===== src/scws_pkg.sv =====
// shared types, codes and saturating arithmetic for the water surface
`timescale 1ns / 1ps
package scws_pkg;

    localparam logic [1:0] KIND_LOAD    = 2'd0;
    localparam logic [1:0] KIND_DISTURB = 2'd1;
    localparam logic [1:0] KIND_TICK    = 2'd2;
    localparam logic [1:0] KIND_READ    = 2'd3;

    localparam logic [1:0] STAT_OK   = 2'd0;
    localparam logic [1:0] STAT_TICK = 2'd1;
    localparam logic [1:0] STAT_ERR  = 2'd2;

    localparam logic [2:0] REG_COLUMNS = 3'd0;
    localparam logic [2:0] REG_TENSION = 3'd1;
    localparam logic [2:0] REG_DAMPING = 3'd2;
    localparam logic [2:0] REG_SPREAD  = 3'd3;
    localparam logic [2:0] REG_PASSES  = 3'd4;

    // one water column
    typedef struct packed {
        logic [31:0] h;
        logic [31:0] v;
        logic [31:0] r;
    } t_col;

    // control handed to the column unit
    typedef struct packed {
        logic start;
        logic spring;
        logic first;
        logic last;
    } t_job;

    function automatic logic signed [31:0] sat32(input logic signed [63:0] x);
        logic signed [31:0] res;
        if (x > 64'sd2147483647) begin
            res = 32'sh7fffffff;
        end else if (x < -64'sd2147483648) begin
            res = 32'sh80000000;
        end else begin
            res = x[31:0];
        end
        return res;
    endfunction

    // drop 16 fraction bits rounding down, then saturate
    function automatic logic signed [31:0] rescale(input logic signed [63:0] x);
        logic signed [63:0] s;
        s = x >>> 16;
        return sat32(s);
    endfunction

    function automatic logic signed [31:0] sadd(input logic signed [31:0] a,
                                                input logic signed [31:0] b);
        logic signed [63:0] s;
        s = a;
        s = s + b;
        return sat32(s);
    endfunction

endpackage


===== src/scws_cell.sv =====
// one storage cell of the column ring: height, velocity, rest height
`timescale 1ns / 1ps
module scws_cell (
    input  logic               i_clk,
    input  logic               i_rst_n,
    input  logic               i_shift,
    input  scws_pkg::t_col     i_col,
    input  logic               i_load,
    input  logic               i_disturb,
    input  logic signed [31:0] i_value,
    input  logic signed [31:0] i_rest,
    output scws_pkg::t_col     o_col
);

    logic signed [31:0] r_h;
    logic signed [31:0] r_v;
    logic signed [31:0] r_r;

    always_ff @(posedge i_clk) begin
        if (!i_rst_n) begin
            r_h <= '0;
            r_v <= '0;
            r_r <= '0;
        end else if (i_shift) begin
            r_h <= i_col.h;
            r_v <= i_col.v;
            r_r <= i_col.r;
        end else if (i_load) begin
            r_h <= i_value;
            r_v <= '0;
            r_r <= i_rest;
        end else if (i_disturb) begin
            r_v <= scws_pkg::sadd(r_v, i_value);
        end
    end

    assign o_col = '{h: r_h, v: r_v, r: r_r};

endmodule


===== config.mk =====
export PLATFORM = sky130hd
export DESIGN_NAME = scws_cell
export DESIGN_NICKNAME = d
export VERILOG_FILES = /design/src/scws_pkg.sv /design/src/scws_cell.sv
export SDC_FILE = /design/constraint.sdc
export NUM_CORES = 1
export LEC_CHECK = 0
export BUFFER_PORTS_ARGS = -buffer_cell sky130_fd_sc_hd__buf_4
export CORE_MARGIN = 2
export CORE_UTILIZATION = 45
export CTS_CLUSTER_DIAMETER = 80
export DETAILED_ROUTE_END_ITERATION = 10
export PLACE_DENSITY = 0.83
export RECOVER_POWER = 100
export SYNTH_ARGS = -nofsm -noshare
export SYNTH_HDL_FRONTEND = slang
export SYNTH_SLANG_ARGS = --single-unit

===== constraint.sdc =====
create_clock -name i_clk -period 4.1 [get_ports i_clk]
set_clock_uncertainty 0.1 [all_clocks]
set_input_delay 0.41 -clock i_clk [delete_from_list [all_inputs] [get_ports i_clk]]
set_output_delay 0.41 -clock i_clk [all_outputs]
set_load 0.03 [all_outputs]

# Word level (Yosys, flattened, before mapping)
# Index checks and enable logic that the tools add are counted.
# word_totals
register_bits	96
output_inout_bits	96
elab_cells	17
# classes
n_addsub	1
n_lt_le_gt_ge	2
mux	9
n_reduce_logical	2
# op_table
operator	count
2-to-1 mux 32 bit	9
adder 32 x 32 -> 33 bit	1
> comparator 33 x 32 -> 1 bit (second input constant)	1
< comparator 33 x 32 -> 1 bit (second input constant)	1
nonzero test 3 bit	1
nonzero test 2 bit	1

# Logic depth before layout (Yosys ltp)
# Gate-level depths: netlist of run 1.
# logic_depth
word_depth	7
mapped_depth	13
depth_no_buf	12

# Worst setup path after synthesis of run 1
# No wires, ideal clock.
# synth_timing
path_type	flip-flop to flip-flop
from	reg r_v[13]
to	reg r_v[10]
setup_time_ps	122
arrival_time_ps	2837
required_time_ps	3878
setup_slack_ps	1041
stages_incl_launch_ff	12
path_buffers	1
synth_period_minus_slack_ps	3059
cell_sequence	dfxtp_1 -> ha_1 -> a21o_1 -> a21o_1 -> a2111o_1 -> o21ba_2 -> a31o_4 -> o21ai_4 -> nor2_2 -> o21ai_4 -> buf_6 -> a21oi_2
# synth_between
elab_chain_len	7
elab_cells_between_ends	8
classes_between	1 x add/sub; 2 x order compare; 5 x mux
# synth_rtl
element	line_no	text
from (decl)	scws_cell.sv:16	logic signed [31:0] r_v;
from (signal assigned)	scws_cell.sv:26	r_v <= i_col.v;
from (signal assigned)	scws_cell.sv:33	r_v <= scws_pkg::sadd(r_v, i_value);
adder 32 x 32 -> 33 bit (*)	scws_pkg.sv:58	s = s + b;
< comparator 33 x 32 -> 1 bit	scws_pkg.sv:39	end else if (x < -64'sd2147483648) begin
2-to-1 mux 32 bit	scws_pkg.sv:39	
2-to-1 mux 32 bit (*)	scws_pkg.sv:37	if (x > 64'sd2147483647) begin
2-to-1 mux 32 bit (*)	scws_cell.sv:32	end else if (i_disturb) begin
2-to-1 mux 32 bit (*)	scws_cell.sv:28	end else if (i_load) begin
2-to-1 mux 32 bit (*)	scws_cell.sv:24	end else if (i_shift) begin
# Mark *: on every way between the ends. The rest lies on a longest branch, timed or not. The select of a mux whose other input is x is not followed.
# A chain may end at the register's enable or synchronous reset.

# Worst setup path in the final report of run 1
# layout_timing
from	reg r_v[0]
to	reg r_v[17]
# Same word-level chain as after synthesis.

==> results_dict.tcl, run 1 <==
set metrics [dict create \
    worstPathMaxFanout 19 \
    insertion_delay_ns 0.34 \
    slowest_stage "nor2_1" \
    setup_slack_ns 0.446 \
    crit_type "reg2reg" \
    synthFlopType "dfxtp_1" \
    ys_seq_elements 96 \
    synthTopCellsByArea "dfxtp_1, mux2i_1, o21ai_0, and2_1, ha_1" \
    power.leakage_nw 3.67 \
    fill_cells 1365 \
    synthCells 766 \
    die_y_um 122 \
    tightest_slew_ns 1.83 \
    max_stage_delay_ns 0.69 \
    post_cts.repair.setup_buffers 0 \
    cp_data_arrival_time_ns 3.82 \
    grt_overflow 0 \
    seqPwrFrac_pct 36.6 \
    synth.avg_cell_area_um2 8.17 \
    placed_cell_area_um2 8270 \
    routed_wl_mm 19.0 \
    slew_headroom_pct -22.2 \
    drc 0 \
    dieArea_um2 14900 \
    p_switching_w 0.000989 \
    cts_tree "done" \
    final_common_cell "buf_4" \
    wl_per_cell_um 16.2 \
    synth-seq-area-share_pct 30.7 \
    die_w_um 122 \
    h-tree-depth 3 \
    grt_max_degree 118 \
    hpwlAfterDp_mm 14.1 \
    gp_congestion 0.879 \
    hold_path.class "in2reg" \
    clk_path_buf_depth 2 \
    syn-cell-area_um2 6250 \
    min_period_ns 3.65 \
    grt_setup_unrepaired "no" \
    ys_types 59 \
    seqCellArea_um2 1920 \
    pwr-share-clk_pct 29.9 \
    grt_pass1_vias 5892 \
    multi_input_area_um2 4050 \
    finalSetupTns_ns 0 \
    cts.sinks 96 \
    vias_per_cell 5.42 \
    outcome "finished, violations left" \
    cts_root_buf "clkbuf_16" \
    cp_top_family "compound AO/OA/AOI/OAI gates" \
    grt_pass1_wl_mm 29.4 \
    synth_warnings 0 \
    holdWs_ns 0.228 \
    slew_violations 27 \
    critPathCaptureType "register" \
    yosysTopAreaCell "dfxtp_1" \
    required_ns 4.27 \
    comb_power_share_pct 33.6 \
    powerDensity_nw_per_um2 352 \
    place_ws_ns 0.374 \
    numCtsBuffers 9 \
    ctsHoldBuffers 0 \
    drtIter0Drc 241 \
    antenna_cells 0 \
    initial_core_util_pct 45.6 \
    cp-start-kind "register" \
    clk_pin_slew_ns 0.07 \
    maxCapViolCount 2 \
    ys_async_sr_fraction_pct 0 \
    core_area_um2 13700 \
    violations "capacitance limit, slew limit" \
    final_nets 1189 \
    synth_edf_count 0 \
    synth_top_area_share_pct 30.7 \
    synthToLayoutAreaGrowth_pct 30.5 \
    cts_resized 0 \
    hold_viol_final 0 \
    path_cells "ha_1 > inv_1 > fa_1 > nand2b_1 > a21o_1 > a31oi_1 > o21ba_2 > a31o_4 > o21ai_4 > nor2_1 > o21ai_4 > o211ai_1" \
    critPathBufInv 1 \
    globalRouteTotalUtil_pct 24.7 \
    finalSetupViolations 0 \
    num_rows 43 \
    ir_worst_vdd_uv 188 \
    io_pins 261 \
    design_area_um2 8160 \
    mostFrequentLayoutCells "buf_4, o21ai_0, nand2_1, clkbuf_1, dfxtp_1" \
    crit_top_cell "o21ai_4" \
    p_int_w 0.00188 \
    switching_share_pct 34.4 \
    vias 6371 \
    fin_crit_sh_pct 89.1 \
    antenna_found_initial 0 \
    dr.pass1.iters 4 \
    drive_gt1_share_pct 19.5 \
    antenna_left 0 \
    final_util_pct 59.5 \
    maxClockFrequency_mhz 274 \
    io_buffer_count 260 \
    synth_nets 964 \
]
synth_stat cells (2+ instances only):
cell type / number
buf_2: 6
a21oi_1: 48
a211oi_1: 3
a22oi_1: 19
nand3_1: 8
nand2_1: 100
nor3_1: 2
buf_1: 10
and3_1: 2
clkbuf_1: 34
mux2i_1: 64
o21ai_0: 105
a2111o_1: 2
o2111ai_1: 4
xor2_1: 14
a21boi_0: 2
a21oi_2: 10
nand2b_1: 8
o31ai_1: 3
a22o_1: 7
nor2b_1: 3
o21a_1: 3
o21ai_4: 2
a221oi_1: 3
o211ai_1: 10
or2_2: 2
nand4_1: 2
inv_1: 12
dfxtp_1: 96
a31oi_1: 10
o21bai_1: 5
nor2_1: 15
nor4b_1: 2
ha_1: 32
a21o_1: 17
and2_1: 66
o21ai_1: 3
xnor2_1: 11
cell type report:
class | instances | share of cell area [%]
flip-flops and latches | 96 | 23.5
clock buffers | 12 | 3.02
multi-input cells | 607 | 49.6
repair buffers | 265 | 19.8
clock inverters | 4 | 0.659
inverters | 12 | 0.552
well taps | 180 | 2.76
worst min-delay path, delay by kind of cell:
family | cells | cell delay [ns]
AND/OR/NAND/NOR | 1 | 0.05
buffers and inverters | 1 | 0.10
AO/OA/AOI/OAI | 1 | 0.05
metrics by stage:
stage / std cells / total power (W)
floorplan: 766 / 0.00173
global placement: 1160 / 0.00209
detailed placement: 1160 / 0.00209
CTS: 1176 / 0.00296
global route: 1176 / 0.00303
finish: 1176 / 0.00287
cell families after synthesis:
logic type               synth area share [%]
flip-flops                               30.7
adder cells (fa/ha/maj)                  6.88
AO/OA/AOI/OAI                            27.5
multiplexers                             10.4
AND/OR/NAND/NOR                          16.7
XOR/XNOR                                 3.76
buffers and inverters                    4.02
power by group through the flow:
stage / combinational (W) / clock (W) / sequential, W
2_1_floorplan: 0.000528 / 0 / 0.00120
3_3_place_gp: 0.00102 / 0 / 0.00107
3_5_place_dp: 0.00102 / 0 / 0.00107
4_1_cts: 0.00103 / 0.000878 / 0.00105
5_1_grt: 0.00106 / 0.000912 / 0.00106
6_report: 0.000965 / 0.000858 / 0.00105
per-layer routing:
metal	GRT usage, %	share of wire (%)	wire, um
met2	42.9	48	9140
met5	0	0	0
met1	30.6	42	8050
met4	7.61	2.0	381
met3	5.20	7.6	1450
state kept, by name, summed over array words and instances (netlist names):
register and count:
r_h 32, r_v 32, r_r 32
final timing paths:
path | start | endpoint | slack, ns | cells after the start
setup reg to reg | r_v[0] | r_v[17] | 0.45 | 12
hold reg to reg | r_v[15] | r_v[15] | 0.47 | 2
hold / removal | i_col[63] | r_v[31] | 0.23 | 3
setup / recovery | r_v[0] | r_v[17] | 0.45 | 12
Note: power is estimated with default switching activity, not from simulation.
==> run 2, diff against run 1 <==
--- a/config.mk
+++ b/config.mk
@@ -6,6 +6,7 @@
 export NUM_CORES = 1
 export LEC_CHECK = 0
 export BUFFER_PORTS_ARGS = -buffer_cell sky130_fd_sc_hd__buf_4
+export CORE_ASPECT_RATIO = 0.6
 export CORE_MARGIN = 2
 export CORE_UTILIZATION = 45
 export CTS_CLUSTER_DIAMETER = 80
==> results_dict.tcl, run 2 (synthesis results as in run 1) <==
set metrics [dict create \
    numCtsBuffers 9 \
    final_util_pct 59.6 \
    mostFrequentLayoutCells "buf_4, o21ai_0, nand2_1, clkbuf_1, dfxtp_1" \
    final_nets 1188 \
    crit_top_cell "o21ai_4" \
    crit_type "reg2reg" \
    maxCapViolCount 1 \
    cts_root_buf "clkbuf_16" \
    cp-start-kind "register" \
    num_rows 33 \
    globalRouteTotalUtil_pct 26.4 \
    clk_path_buf_depth 2 \
    grt_pass1_vias 6033 \
    ctsHoldBuffers 0 \
    regToRegStartpoint "r_v[0]" \
    r2r_end "r_v[17]" \
    cts.sinks 96 \
    path_depth 12 \
    grt_pass1_wl_mm 31.2 \
    clk_pin_slew_ns 0.07 \
    critPathBufInv 1 \
    dieArea_um2 14900 \
    vias 6481 \
    reg2reg_depth 12 \
    antenna_cells 0 \
    final_common_cell "buf_4" \
    outcome "finished, violations left" \
    power.leakage_nw 3.66 \
    die_y_um 95.3 \
    slew_headroom_pct -6.12 \
    r2r_slack_ns 0.59 \
    cts_resized 0 \
    hold_path.class "in2reg" \
    initial_core_util_pct 45.9 \
    dr.pass1.iters 5 \
    max_stage_delay_ns 0.45 \
    maxClockFrequency_mhz 285 \
    gp_congestion 0.995 \
    grt_overflow 0 \
    violations "capacitance limit, slew limit" \
    fin_crit_sh_pct 85.5 \
    slew_violations 92 \
    min_period_ns 3.51 \
    path_cells "ha_1 > inv_1 > fa_1 > nand2b_1 > a21o_1 > a31oi_1 > o21ba_1 > a31o_1 > o21ai_4 > nor2_2 > o21ai_4 > o211ai_1" \
    drc 0 \
    io_buffer_count 260 \
    die_w_um 156 \
    core_area_um2 13600 \
    cp_data_arrival_time_ns 3.68 \
    finalSetupTns_ns 0 \
    synthToLayoutAreaGrowth_pct 29.9 \
    worstPathMaxFanout 19 \
    reg.largest.list "r_h x32, r_r x32, r_v x32" \
    post_cts.repair.setup_buffers 0 \
    grt_setup_unrepaired "no" \
    hpwlAfterDp_mm 14.7 \
    cts_tree "done" \
    vias_per_cell 5.55 \
    antenna_left 0 \
    hold_viol_final 0 \
    required_ns 4.27 \
    tightest_slew_ns 1.59 \
    drtIter0Drc 533 \
    routed_wl_mm 19.6 \
    io_pins 261 \
    critPathCapture "r_v[17]" \
    grt_max_degree 103 \
    finalSetupViolations 0 \
    fill_cells 1317 \
    powerDensity_nw_per_um2 351 \
    critPathLaunch "r_v[0]" \
    drive_gt1_share_pct 19.3 \
    slowest_stage "nor2_2" \
    insertion_delay_ns 0.35 \
    ir_worst_vdd_uv 197 \
    antenna_found_initial 0 \
    h-tree-depth 3 \
    cp_top_family "compound AO/OA/AOI/OAI gates" \
    wl_per_cell_um 16.8 \
    critPathCaptureType "register" \
]
==> run 2: worst min-delay path by stage <==
stage / startpoint / end / slack [ns] / cells after the start
after floorplan: i_col[63] / r_v[31] / 0.45 / 2
after global placement: r_v[8] / r_v[8] / 0.46 / 2
after detailed placement: r_v[6] / r_v[6] / 0.47 / 2
after CTS: i_col[49] / r_v[17] / 0.23 / 3
after global routing: i_col[63] / r_v[31] / 0.25 / 3
final: i_col[49] / r_v[17] / 0.24 / 3
==> run 2: routing by layer <==
layer,global-route usage (%),share of wire (%),vias to the layer above
met5,0,0,-
met4,5.81,1.2,0
met3,7.64,10,25
met2,40.4,43,309
met1,37.0,46,2960
li1,-,-,3187
==> run 2: report_power, final <==
part / internal, W / total, W / switching (W)
clock network: 0.000467 / 0.000827 / 0.000360
registers: 0.00100 / 0.00105 / 0.0000502
logic: 0.000387 / 0.000973 / 0.000586
==> run 2: cell type report <==
| cell class | instances | area (um2) | area share [%] |
|---|---|---|---|
| sequential | 96 | 1920 | 23.6 |
| multi-input combinational | 607 | 4050 | 49.8 |
| tap | 175 | 219 | 2.69 |
| timing repair buffer | 264 | 1620 | 19.9 |
| clock inverter | 3 | 45.0 | 0.554 |
| clock buffer | 11 | 233 | 2.86 |
| inverter | 12 | 45.0 | 0.554 |
==> run 2: tightest hold or removal path, stage by stage <==
cell	delay (ns)
buf_4	0.08
nand3_1	0.08
o211ai_1	0.08
==> run 2: stage by stage <==
| step | cells | hold slack (ns) | instance area, um2 | setup WS [ns] | total power [W] |
|---|---|---|---|---|---|
| after global placement | 1154 | 0.460 | 8250 | 0.532 | 0.00209 |
| after global routing | 1168 | 0.254 | 8130 | 0.246 | 0.00301 |
| after CTS | 1168 | 0.226 | 8530 | 0.591 | 0.00293 |
| after floorplan | 766 | 0.453 | 6250 | 1.04 | 0.00173 |
| final | 1168 | 0.235 | 8130 | 0.594 | 0.00285 |
| after detailed placement | 1154 | 0.465 | 8250 | 0.403 | 0.00210 |
